<file path="config.mk">
export PLATFORM = sky130hd
export DESIGN_NAME = preamble_length_checksum_deframer_top
export DESIGN_NICKNAME = d
export VERILOG_FILES = /design/src/plcd_pkg.sv /design/src/plcd_parse.sv /design/src/preamble_length_checksum_deframer_top.sv
export SDC_FILE = /design/constraint.sdc
export NUM_CORES = 1
export LEC_CHECK = 0
export BUFFER_PORTS_ARGS = -buffer_cell sky130_fd_sc_hd__clkbuf_2
export CAP_MARGIN = 20
export CORE_MARGIN = 1.5
export CORE_UTILIZATION = 63
export CTS_CLUSTER_SIZE = 30
export DETAILED_ROUTE_END_ITERATION = 16
export HOLD_SLACK_MARGIN = 0.05
export PLACE_DENSITY = 0.83
export SETUP_SLACK_MARGIN = 0.2
export SLEW_MARGIN = 0
export SYNTH_ARGS = -nofsm -noshare
export SYNTH_HDL_FRONTEND = slang
export SYNTH_SLANG_ARGS = --single-unit
</file>
<file path="constraint.sdc">
create_clock -name clk -period 8.35 [get_ports clk]
set_input_delay 0 -clock clk [delete_from_list [all_inputs] [get_ports clk]]
set_output_delay 0 -clock clk [all_outputs]
set_load 0.05 [all_outputs]
</file>
<file path="src/plcd_pkg.sv">
// plcd_pkg: types and constants shared by the deframer top level and its parser.
// No dependencies.
package plcd_pkg;

  localparam logic [7:0] PREAMBLE_BYTE = 8'hFA;
  localparam logic [7:0] BUS_ID_BYTE   = 8'hFF;
  localparam logic [7:0] EXT_LEN_MARK  = 8'hFF;

  localparam logic [15:0] MAX_PAYLOAD_RESET = 16'd2048;

  localparam logic [2:0] KIND_PAYLOAD  = 3'd0;
  localparam logic [2:0] KIND_GOOD     = 3'd1;
  localparam logic [2:0] KIND_BADSUM   = 3'd2;
  localparam logic [2:0] KIND_SYNCLOST = 3'd3;
  localparam logic [2:0] KIND_TOOLONG  = 3'd4;

  typedef enum logic [3:0] {
    PH_HUNT_PRE = 4'd0,
    PH_HUNT_BID = 4'd1,
    PH_SYNC_PRE = 4'd2,
    PH_SYNC_BID = 4'd3,
    PH_MSG_ID   = 4'd4,
    PH_LEN      = 4'd5,
    PH_EXT_HI   = 4'd6,
    PH_EXT_LO   = 4'd7,
    PH_PAYLOAD  = 4'd8,
    PH_CHECK    = 4'd9
  } phase_t;

  typedef struct packed {
    logic [2:0]  kind;
    logic [7:0]  message_id;
    logic [7:0]  data_byte;
    logic [15:0] byte_index;
    logic [15:0] frame_length;
  } result_t;

endpackage

</file>
<file path="src/plcd_parse.sv">
// plcd_parse: frame parser state machine, one byte per enabled cycle.
// Depends on plcd_pkg.
module plcd_parse (
  input  logic              clk,
  input  logic              rst_n,
  input  logic              en,
  input  logic [7:0]        rx_byte,
  input  logic [15:0]       max_payload,
  output logic              res_vld,
  output plcd_pkg::result_t res
);
  import plcd_pkg::*;

  phase_t      phase_r, phase_nxt;
  logic [7:0]  sum_r, sum_nxt;
  logic [7:0]  id_r, id_nxt;
  logic [15:0] len_r, len_nxt;
  logic [15:0] cnt_r, cnt_nxt;
  logic [7:0]  sum_add;
  logic [15:0] len_chk;
  logic [15:0] cnt_inc;

  always_ff @(posedge clk) begin
    if (!rst_n) begin
      phase_r <= PH_HUNT_PRE;
      sum_r   <= '0;
      id_r    <= '0;
      len_r   <= '0;
      cnt_r   <= '0;
    end else if (en) begin
      phase_r <= phase_nxt;
      sum_r   <= sum_nxt;
      id_r    <= id_nxt;
      len_r   <= len_nxt;
      cnt_r   <= cnt_nxt;
    end
  end

  assign sum_add = sum_r + rx_byte;
  assign cnt_inc = cnt_r + 16'd1;
  assign len_chk = (phase_r == PH_LEN) ? {8'd0, rx_byte} : {len_r[15:8], rx_byte};

  always_comb begin
    phase_nxt = phase_r;
    sum_nxt   = sum_r;
    id_nxt    = id_r;
    len_nxt   = len_r;
    cnt_nxt   = cnt_r;
    res_vld   = 1'b0;
    res       = '0;
    unique case (phase_r)
      PH_HUNT_BID: begin
        if (rx_byte == BUS_ID_BYTE) begin
          sum_nxt   = rx_byte;
          phase_nxt = PH_MSG_ID;
        end else if (rx_byte != PREAMBLE_BYTE) begin
          phase_nxt = PH_HUNT_PRE;
        end
      end
      PH_SYNC_PRE, PH_SYNC_BID: begin
        if (phase_r == PH_SYNC_PRE && rx_byte == PREAMBLE_BYTE) begin
          phase_nxt = PH_SYNC_BID;
        end else if (phase_r == PH_SYNC_BID && rx_byte == BUS_ID_BYTE) begin
          sum_nxt   = rx_byte;
          phase_nxt = PH_MSG_ID;
        end else begin
          res_vld   = 1'b1;
          res.kind  = KIND_SYNCLOST;
          phase_nxt = PH_HUNT_PRE;
        end
      end
      PH_MSG_ID: begin
        id_nxt    = rx_byte;
        sum_nxt   = sum_add;
        phase_nxt = PH_LEN;
      end
      PH_LEN, PH_EXT_LO: begin
        sum_nxt = sum_add;
        if (phase_r == PH_LEN && rx_byte == EXT_LEN_MARK) begin
          phase_nxt = PH_EXT_HI;
        end else begin
          len_nxt = len_chk;
          if (len_chk > max_payload) begin
            res_vld          = 1'b1;
            res.kind         = KIND_TOOLONG;
            res.message_id   = id_r;
            res.frame_length = len_chk;
            phase_nxt        = PH_HUNT_PRE;
          end else begin
            cnt_nxt   = '0;
            phase_nxt = (len_chk == 16'd0) ? PH_CHECK : PH_PAYLOAD;
          end
        end
      end
      PH_EXT_HI: begin
        sum_nxt   = sum_add;
        len_nxt   = {rx_byte, 8'd0};
        phase_nxt = PH_EXT_LO;
      end
      PH_PAYLOAD: begin
        sum_nxt          = sum_add;
        res_vld          = 1'b1;
        res.kind         = KIND_PAYLOAD;
        res.message_id   = id_r;
        res.data_byte    = rx_byte;
        res.byte_index   = cnt_r;
        res.frame_length = len_r;
        cnt_nxt          = cnt_inc;
        if (cnt_inc >= len_r) begin
          phase_nxt = PH_CHECK;
        end
      end
      PH_CHECK: begin
        sum_nxt          = sum_add;
        res_vld          = 1'b1;
        res.message_id   = id_r;
        res.frame_length = len_r;
        if (sum_add == 8'd0) begin
          res.kind  = KIND_GOOD;
          phase_nxt = PH_SYNC_PRE;
        end else begin
          res.kind  = KIND_BADSUM;
          phase_nxt = PH_HUNT_PRE;
        end
      end
      default: begin
        phase_nxt = (rx_byte == PREAMBLE_BYTE) ? PH_HUNT_BID : PH_HUNT_PRE;
      end
    endcase
    if (!en) begin
      res_vld = 1'b0;
    end
  end

endmodule

</file>
<file path="src/preamble_length_checksum_deframer_top.sv">
// Deframer for FA FF id length payload checksum frames: input register, parser and
// result register. Depends on plcd_pkg and plcd_parse.
//
// One received byte per request, one request per cycle sustained while the output is not stalled;
// each byte yields at most one result (payload byte, frame good, checksum bad, sync lost or
// frame too long). An accepted byte is held in the input register, the parser reads it and
// the result register captures the parser's output. While a result is held off, the input
// register keeps its byte and the input stalls once that register is full. The
// max_payload register may be written at any time the block is idle; cfg_ready is always high.
module preamble_length_checksum_deframer_top (
  input  logic        clk,
  input  logic        rst_n,
  input  logic        in_valid,
  output logic        in_stall,
  input  logic [7:0]  in_rx_byte,
  output logic        out_valid,
  input  logic        out_stall,
  output logic [2:0]  out_kind,
  output logic [7:0]  out_message_id,
  output logic [7:0]  out_data_byte,
  output logic [15:0] out_byte_index,
  output logic [15:0] out_frame_length,
  input  logic        cfg_valid,
  output logic        cfg_ready,
  input  logic [15:0] cfg_max_payload
);
  import plcd_pkg::*;

  logic        s1_vld_r;
  logic [7:0]  s1_byte_r;
  logic [15:0] max_payload_r;
  logic        out_vld_r;
  result_t     out_r;
  logic        adv;
  logic        res_vld;
  result_t     res;

  assign cfg_ready = 1'b1;
  assign adv       = !out_vld_r || !out_stall;
  assign in_stall  = s1_vld_r && !adv;

  always_ff @(posedge clk) begin
    if (!rst_n) begin
      max_payload_r <= MAX_PAYLOAD_RESET;
    end else if (cfg_valid && cfg_ready) begin
      max_payload_r <= cfg_max_payload;
    end
  end

  always_ff @(posedge clk) begin
    if (!rst_n) begin
      s1_vld_r <= 1'b0;
    end else if (!in_stall) begin
      s1_vld_r <= in_valid;
    end
  end

  always_ff @(posedge clk) begin
    if (in_valid && !in_stall) begin
      s1_byte_r <= in_rx_byte;
    end
  end

  plcd_parse u_parse (
    .clk         (clk),
    .rst_n       (rst_n),
    .en          (s1_vld_r && adv),
    .rx_byte     (s1_byte_r),
    .max_payload (max_payload_r),
    .res_vld     (res_vld),
    .res         (res)
  );

  always_ff @(posedge clk) begin
    if (!rst_n) begin
      out_vld_r <= 1'b0;
    end else if (adv) begin
      out_vld_r <= res_vld;
    end
  end

  always_ff @(posedge clk) begin
    if (adv && res_vld) begin
      out_r <= res;
    end
  end

  assign out_valid        = out_vld_r;
  assign out_kind         = out_r.kind;
  assign out_message_id   = out_r.message_id;
  assign out_data_byte    = out_r.data_byte;
  assign out_byte_index   = out_r.byte_index;
  assign out_frame_length = out_r.frame_length;

  a_stall_needs_item: assert property (@(posedge clk) disable iff (!rst_n)
    in_stall |-> s1_vld_r)
    else $error("input stalled with empty input register");

  a_result_lands: assert property (@(posedge clk) disable iff (!rst_n)
    (adv && res_vld) |=> out_vld_r)
    else $error("parser result not captured");

  a_no_result_idle: assert property (@(posedge clk) disable iff (!rst_n)
    !s1_vld_r |-> !res_vld)
    else $error("result without an input byte");

  a_kind_range: assert property (@(posedge clk) disable iff (!rst_n)
    out_vld_r |-> (out_r.kind <= KIND_TOOLONG))
    else $error("result kind out of range");

  a_payload_fields: assert property (@(posedge clk) disable iff (!rst_n)
    (out_vld_r && out_r.kind != KIND_PAYLOAD) |->
      (out_r.data_byte == 8'd0 && out_r.byte_index == 16'd0))
    else $error("non-payload result carries payload fields");

endmodule
</file>
Yosys cells after proc, flatten, opt, wreduce, memory -nomap -nowiden
Cells that the tools add are included.
{ "word_totals": {"regBits": 129, "input_bits": 29, "output_inout_bits": 54, "wordCells": 100} }
{ "classes": {"addsub": 2, "n_lt_le_gt_ge": 2, "eq_ne": 19, "n_mux": 37, "n_reduce_logical": 26} }
{ "ops": {"columns": ["op", "n"], "rows": [
  ["$mux W16", 6],
  ["$pmux W16 S2", 3],
  ["$pmux W4 S7", 1],
  ["$mux W8", 3],
  ["$pmux W8 S3", 1],
  ["$mux W11", 2],
  ["$mux W4", 5],
  ["$add A16 B1 Y16 const B", 1],
  ["$eq A4 B3 Y1 const B", 4],
  ["$eq A8 B8 Y1 const B", 2],
  ["$ge A16 B16 Y1", 1],
  ["$gt A16 B16 Y1", 1],
  ["$logic_not A16 Y1", 1],
  ["$pmux W8 S2", 1],
  ["$mux W3", 3],
  ["$pmux W3 S3", 1],
  ["$add A8 B8 Y8", 1],
  ["$eq A4 B2 Y1 const B", 2],
  ["$eq A4 B4 Y1 const B", 2],
  ["$logic_not A8 Y1", 1],
  ["$ne A8 B8 Y1 const B", 1],
  ["$logic_and A1 B1 Y1", 7],
  ["$mux W1", 7],
  ["$mux W2", 3],
  ["other kinds (15)", 26]
]} }

Depth between registers and ports, before layout
{ "logic_depth": {"ltp_word": 8, "depth_mapped": 14, "ltp_nobuf": 12} }

By module
Synthesis repeated with hierarchy kept, for this count alone.
{ "hier_totals": {"hier_cells": 690, "hier_area_um2": 6777.8} }
{ "modules_own_cells": {"columns": ["module", "instances", "cells_per_inst", "area_per_inst_um2", "seq_area_each_um2"], "rows": [
  ["plcd_parse", 1, 569, 4295.4, 1041.0],
  ["preamble_length_checksum_deframer_top", 1, 121, 2482.4, 2132.0]
]} }

Worst setup path before layout
Ideal clock, no wire load.
{ "synth_timing": {"path_type": "reg-to-reg", "start": "reg u_parse.phase_r[2]", "end": "reg out_r, in the netlist out_byte_index[0] (enable)", "setup_ps": 477, "t_arrival_ps": 5049, "t_required_ps": 7873, "setup_slack_ps": 2824, "stages_incl_launch_ff": 14, "path_buffers": 3, "synth_period_minus_slack_ps": 5526, "path_cell_list": "dfxtp_1 -> buf_2 -> nor2b_1 -> buf_2 -> and3_1 -> clkbuf_1 -> nor2_1 -> ha_1 -> nand4_1 -> nor4_1 -> a21boi_0 -> o31a_4 -> a21oi_2 -> a21oi_1"} }
{ "synth_via": {"elab_chain_cells": 8, "word_cells_on_any_way": 21, "cone_classes": "1 x order compare; 6 x eq/ne; 7 x mux; 7 x reduce/logical"} }
{ "synth_rtl": {"columns": ["item", "line_no", "text"], "rows": [
  ["from (decl)", "plcd_parse.sv:14", "phase_t phase_r, phase_nxt;"],
  ["from (signal assigned)", "plcd_parse.sv:31", "phase_r <= phase_nxt;"],
  ["$eq A4 B3 Y1", "plcd_parse.sv:41, plcd_parse.sv:51, plcd_parse.sv:79", null],
  ["$mux W16", "plcd_parse.sv:41", "assign len_chk = (phase_r == PH_LEN) ? {8'd0, rx_byte} : {len_r[15:8], rx_byte};"],
  ["$gt A16 B16 Y1", "plcd_parse.sv:83", "if (len_chk > max_payload) begin"],
  ["$mux W1", "plcd_parse.sv:83", null],
  ["$mux W1", "plcd_parse.sv:79", "if (phase_r == PH_LEN && rx_byte == EXT_LEN_MARK) begin"],
  ["$pmux W1 S3 *", "plcd_parse.sv:51", "unique case (phase_r)"],
  ["$mux W1 *", "plcd_parse.sv:130", "if (!en) begin"],
  ["$logic_and A1 B1 Y1 *", "preamble_length_checksum_deframer_top.sv:83", "if (adv && res_vld) begin"],
  ["to (signal assigned)", "preamble_length_checksum_deframer_top.sv:84", "out_r <= res;"],
  ["to (decl)", "preamble_length_checksum_deframer_top.sv:33", "result_t out_r;"]
]} }
Mark *: on every way between the ends. The rest lies on a longest branch, timed or not.
A chain may end at the register's enable or synchronous reset.

Final worst setup path
{ "layout_timing": {"start": "reg u_parse.phase_r[2]", "end": "reg out_r, in the netlist out_byte_index[13] (enable)"} }
The elaborated chain is that of the path after synthesis.

==> flow_summary_export.csv <==
group,metric,value,unit
pwr,switchingPower,371.0,µW
detailed_routing,drc,0,
timing,setup_violations,0,
global_route,grt_max_degree,48,
critical_path,cp_max_fo,47,
critical_path,worstSetupEndpoint,"out_byte_index[13]$_SDFFCE_PN0P_",
yosys,synthFlopType,"dfxtp_1",
pwr,p_sw_frac,0.2299,
pwr,power.density,199.7,mW/mm²
global_route,antenna_found_initial,0,
final_layout,syn_to_final_growth,20.40,%
clocking,clkTransAtPathRegs,0.06,ns
timing,worst_slack,3.897,ns
final_layout,fin_nets,846,
timing,max_freq,224.6,MHz
clocking,cts_tree,"done",
yosys,async_flop_share,0,
critical_path,crit-reg2reg-capture,"out_byte_index[13]$_SDFFCE_PN0P_",
critical_path,critPathLaunch,"u_parse.phase_r[2]$_SDFFE_PN0P_",
floorplan,core_area,0.01032,mm²
detailed_routing,wl_per_cell,18.39,µm
place,place.gp.congestion,0.9183,
final_layout,post-route-cell-area,0.008080,mm²
yosys,syn_area_per_cell,9.855,µm²
job,maxCapViolCount,0,
critical_path,reg2reg_from,"u_parse.phase_r[2]$_SDFFE_PN0P_",
detailed_routing,drt_pre_antenna_iters,6,
clocking,htreeDepth,4,
yosys,netlist_area,0.006711,mm²
detailed_routing,ant_nets,0,
yosys,syn_inst,681,
yosys,synth.top_cell.area_share,0.2640,
detailed_routing,vias,5731,
critical_path,r2r_slack,3.90,ns
timing,rsz0062_at_grt,"no",
pwr,combPwrFrac,0.073,
pwr,clkPwrFrac,0.501,
global_route,grt_pass1_wl,27.39,mm
critical_path,path_class,"register to register",
critical_path,crit_path_end_kind,"register",
detailed_routing,vias_per_cell,6.196,
yosys,yosysUniqueCellTypes,72,
clocking,numCtsBuffers,17,
timing,hold_violations,0,
floorplan,row_count,37,
yosys,ys_warn_count,0,
yosys,yosys-top-cells-area,"edfxtp_1 (26%), dfxtp_1 (21%), ha_1 (7.5%), nor2_1 (4.6%), mux2i_1 (3.6%)",
yosys,synth_edf_count,59,
yosys,yosysSeqAreaShare,0.4728,
final_layout,num_antenna_cells,0,
timing,fin_crit,4.453,ns
timing,worst_pin_slew,0.9461,ns
place,port_buffers,81,
floorplan,die_h,106.2,µm
critical_path,required,8.52,ns
timing,drv_slew,0,
floorplan,boundaryPins,83,
pwr,peakVddDrop,0.1250,mV
clocking,clock-root-buffer,"clkbuf_8",
final_layout,stdcell_count,925,
clocking,cts.sinks,129,
clocking,cts_setup_buffers,0,
run_status,status,"finished clean",
global_route,gr-total-overflow,0,
critical_path,arrival,4.62,ns
timing,skew,0.006653,ns
place,placed_cell_area,0.007142,mm²
critical_path,cp-start-kind,"register",
final_layout,drive_gt1_frac,0.1736,
yosys,syn_nets,751,
clocking,cts_buffer_depth,2,
timing,maxSlewHeadroom,0.3693,
floorplan,die_area,0.01128,mm²
yosys,synth_most_common_cell,"nor2_1",
pwr,pwr-share-seq,0.426,
place,dpl.hpwl,10.84,mm
floorplan,initial_core_util,0.6501,
yosys,yosys.area.top_type,"edfxtp_1",
worst_hold_path,holdPathStages,3,
critical_path,ff2ff_path_depth,11,
detailed_routing,drt-total-wl,17.01,mm
place,dpl.cell_count,864,
global_route,globalRouteTotalUtil,0.3161,
yosys,ys_seq_elements,129,
place,pre_cts_ws,4.073,ns
detailed_routing,drt_iter0_markers,552,
timing,finalCritPeriodShare,0.5333,
worst_hold_path,hold_path_class,"primary input to register",
yosys,synthTopCellsByCount,"nor2_1 (83), dfxtp_1 (70), edfxtp_1 (59)",
floorplan,dieWidth,106.2,µm
pwr,p_int,1.242,mW
final_layout,fin_util,0.7827,
pwr,total_leakage_power,3.139,nW
clocking,hold_buffers,28,
clocking,clkLatencyLatePin,0.53,ns
global_route,grt_pass1_vias,5552,
timing,finalSetupTns,0,ns
clocking,cts_resized,0,
power by group through the flow:
stage / clock network (mW) / registers [mW] / logic (mW)
floorplan: 0 / 0.708 / 0.0653
global placement: 0 / 0.700 / 0.0998
detailed placement: 0 / 0.700 / 0.104
CTS: 0.810 / 0.687 / 0.115
global route: 0.839 / 0.689 / 0.128
finish: 0.808 / 0.688 / 0.118
layout by cell type (no fill, tap or decap), drive strengths merged, types with 4 or more instances in the layout:
master	n
a21oi	33
bufinv	4
o21a	6
and3	5
xor2	8
clkbuf	104
a21o	4
a21boi	5
a211oi	6
xnor2	11
a41oi	12
nand4	7
mux2i	24
and2	24
ha	40
dfxtp	70
o211ai	6
edfxtp	59
a311oi	6
nor2b	15
nor4	10
nor3b	6
dlygate4sd3	28
a22o	8
nand2b	12
a22oi	8
a31oi	4
o21ai	35
nand2	39
inv	42
nor2	85
nand3	23
per-layer routing:
| metal | track usage | part of all wire |
|---|---|---|
| met2 | 0.5286 | 0.49 |
| met1 | 0.3872 | 0.40 |
| met3 | 0.08461 | 0.079 |
| met4 | 0.1293 | 0.036 |
| met5 | 0 | 0 |
metrics by stage:
step / hold slack (ns) / power [mW]
after floorplan: 0.09887 / 0.7733
after global placement: 0.1792 / 0.7996
after detailed placement: 0.1787 / 0.8047
after CTS: 0.05307 / 1.613
after global routing: 0.1110 / 1.656
final: 0.09566 / 1.613
registers in the layout (all words and copies together) (netlist names), 4 cells and up:
signal,flops
max_payload_r,16
out_byte_index,16
out_data_byte,8
out_frame_length,16
out_message_id,8
s1_byte_r,8
u_parse.cnt_r,16
u_parse.id_r,8
u_parse.len_r,16
u_parse.phase_r,4
u_parse.sum_r,8
cell families (layout without fill, tap and decap cells):
logic type | Yosys count | after routing | share of synthesized area
and+or+nand+nor | 239 | 239 | 0.1807
AOI/OAI and AO/OA | 150 | 150 | 0.1572
DFF | 129 | 129 | 0.4728
buffers and inverters | 77 | 185 | 0.04903
adders and majority gates | 41 | 41 | 0.07755
muxes | 25 | 25 | 0.03747
xor gates and xnor gates | 19 | 19 | 0.02479
other | 1 | 1 | 0.0005587
final cells by class:
cell class,count,area (µm²)
Clock buffer,22,483.0
Clock inverter,10,170.2
Fill cell,644,2243
Inverter,40,150.1
Multi-Input combinational cell,475,3221
Sequential cell,129,3173
Tap cell,136,170.2
Timing Repair Buffer,113,713.2
critical path: stages, from the launching register on:
cell	delay, ns
dfxtp_1	0.51
nor2b_1	0.55
and3_1	0.48
nor2_1	0.10
ha_1	0.33
nand4_1	0.16
nor4_1	0.41
a21boi_0	0.34
o31a_4	0.27
a21oi_2	0.16
a21oi_4	0.23
buf_4	0.51
how the worst min path moves through the flow:
stage	endpoint	startpoint
floorplan	s1_byte_r[0]$_DFFE_PP_	in_rx_byte[0]
global placement	s1_byte_r[4]$_DFFE_PP_	in_rx_byte[4]
detailed placement	s1_byte_r[1]$_DFFE_PP_	in_rx_byte[1]
CTS	u_parse.phase_r[3]$_SDFFE_PN0P_	rst_n
global route	u_parse.phase_r[3]$_SDFFE_PN0P_	rst_n
finish	max_payload_r[13]$_SDFFE_PN0P_	cfg_valid
No activity file was read; power rests on OpenSTA's default activity.
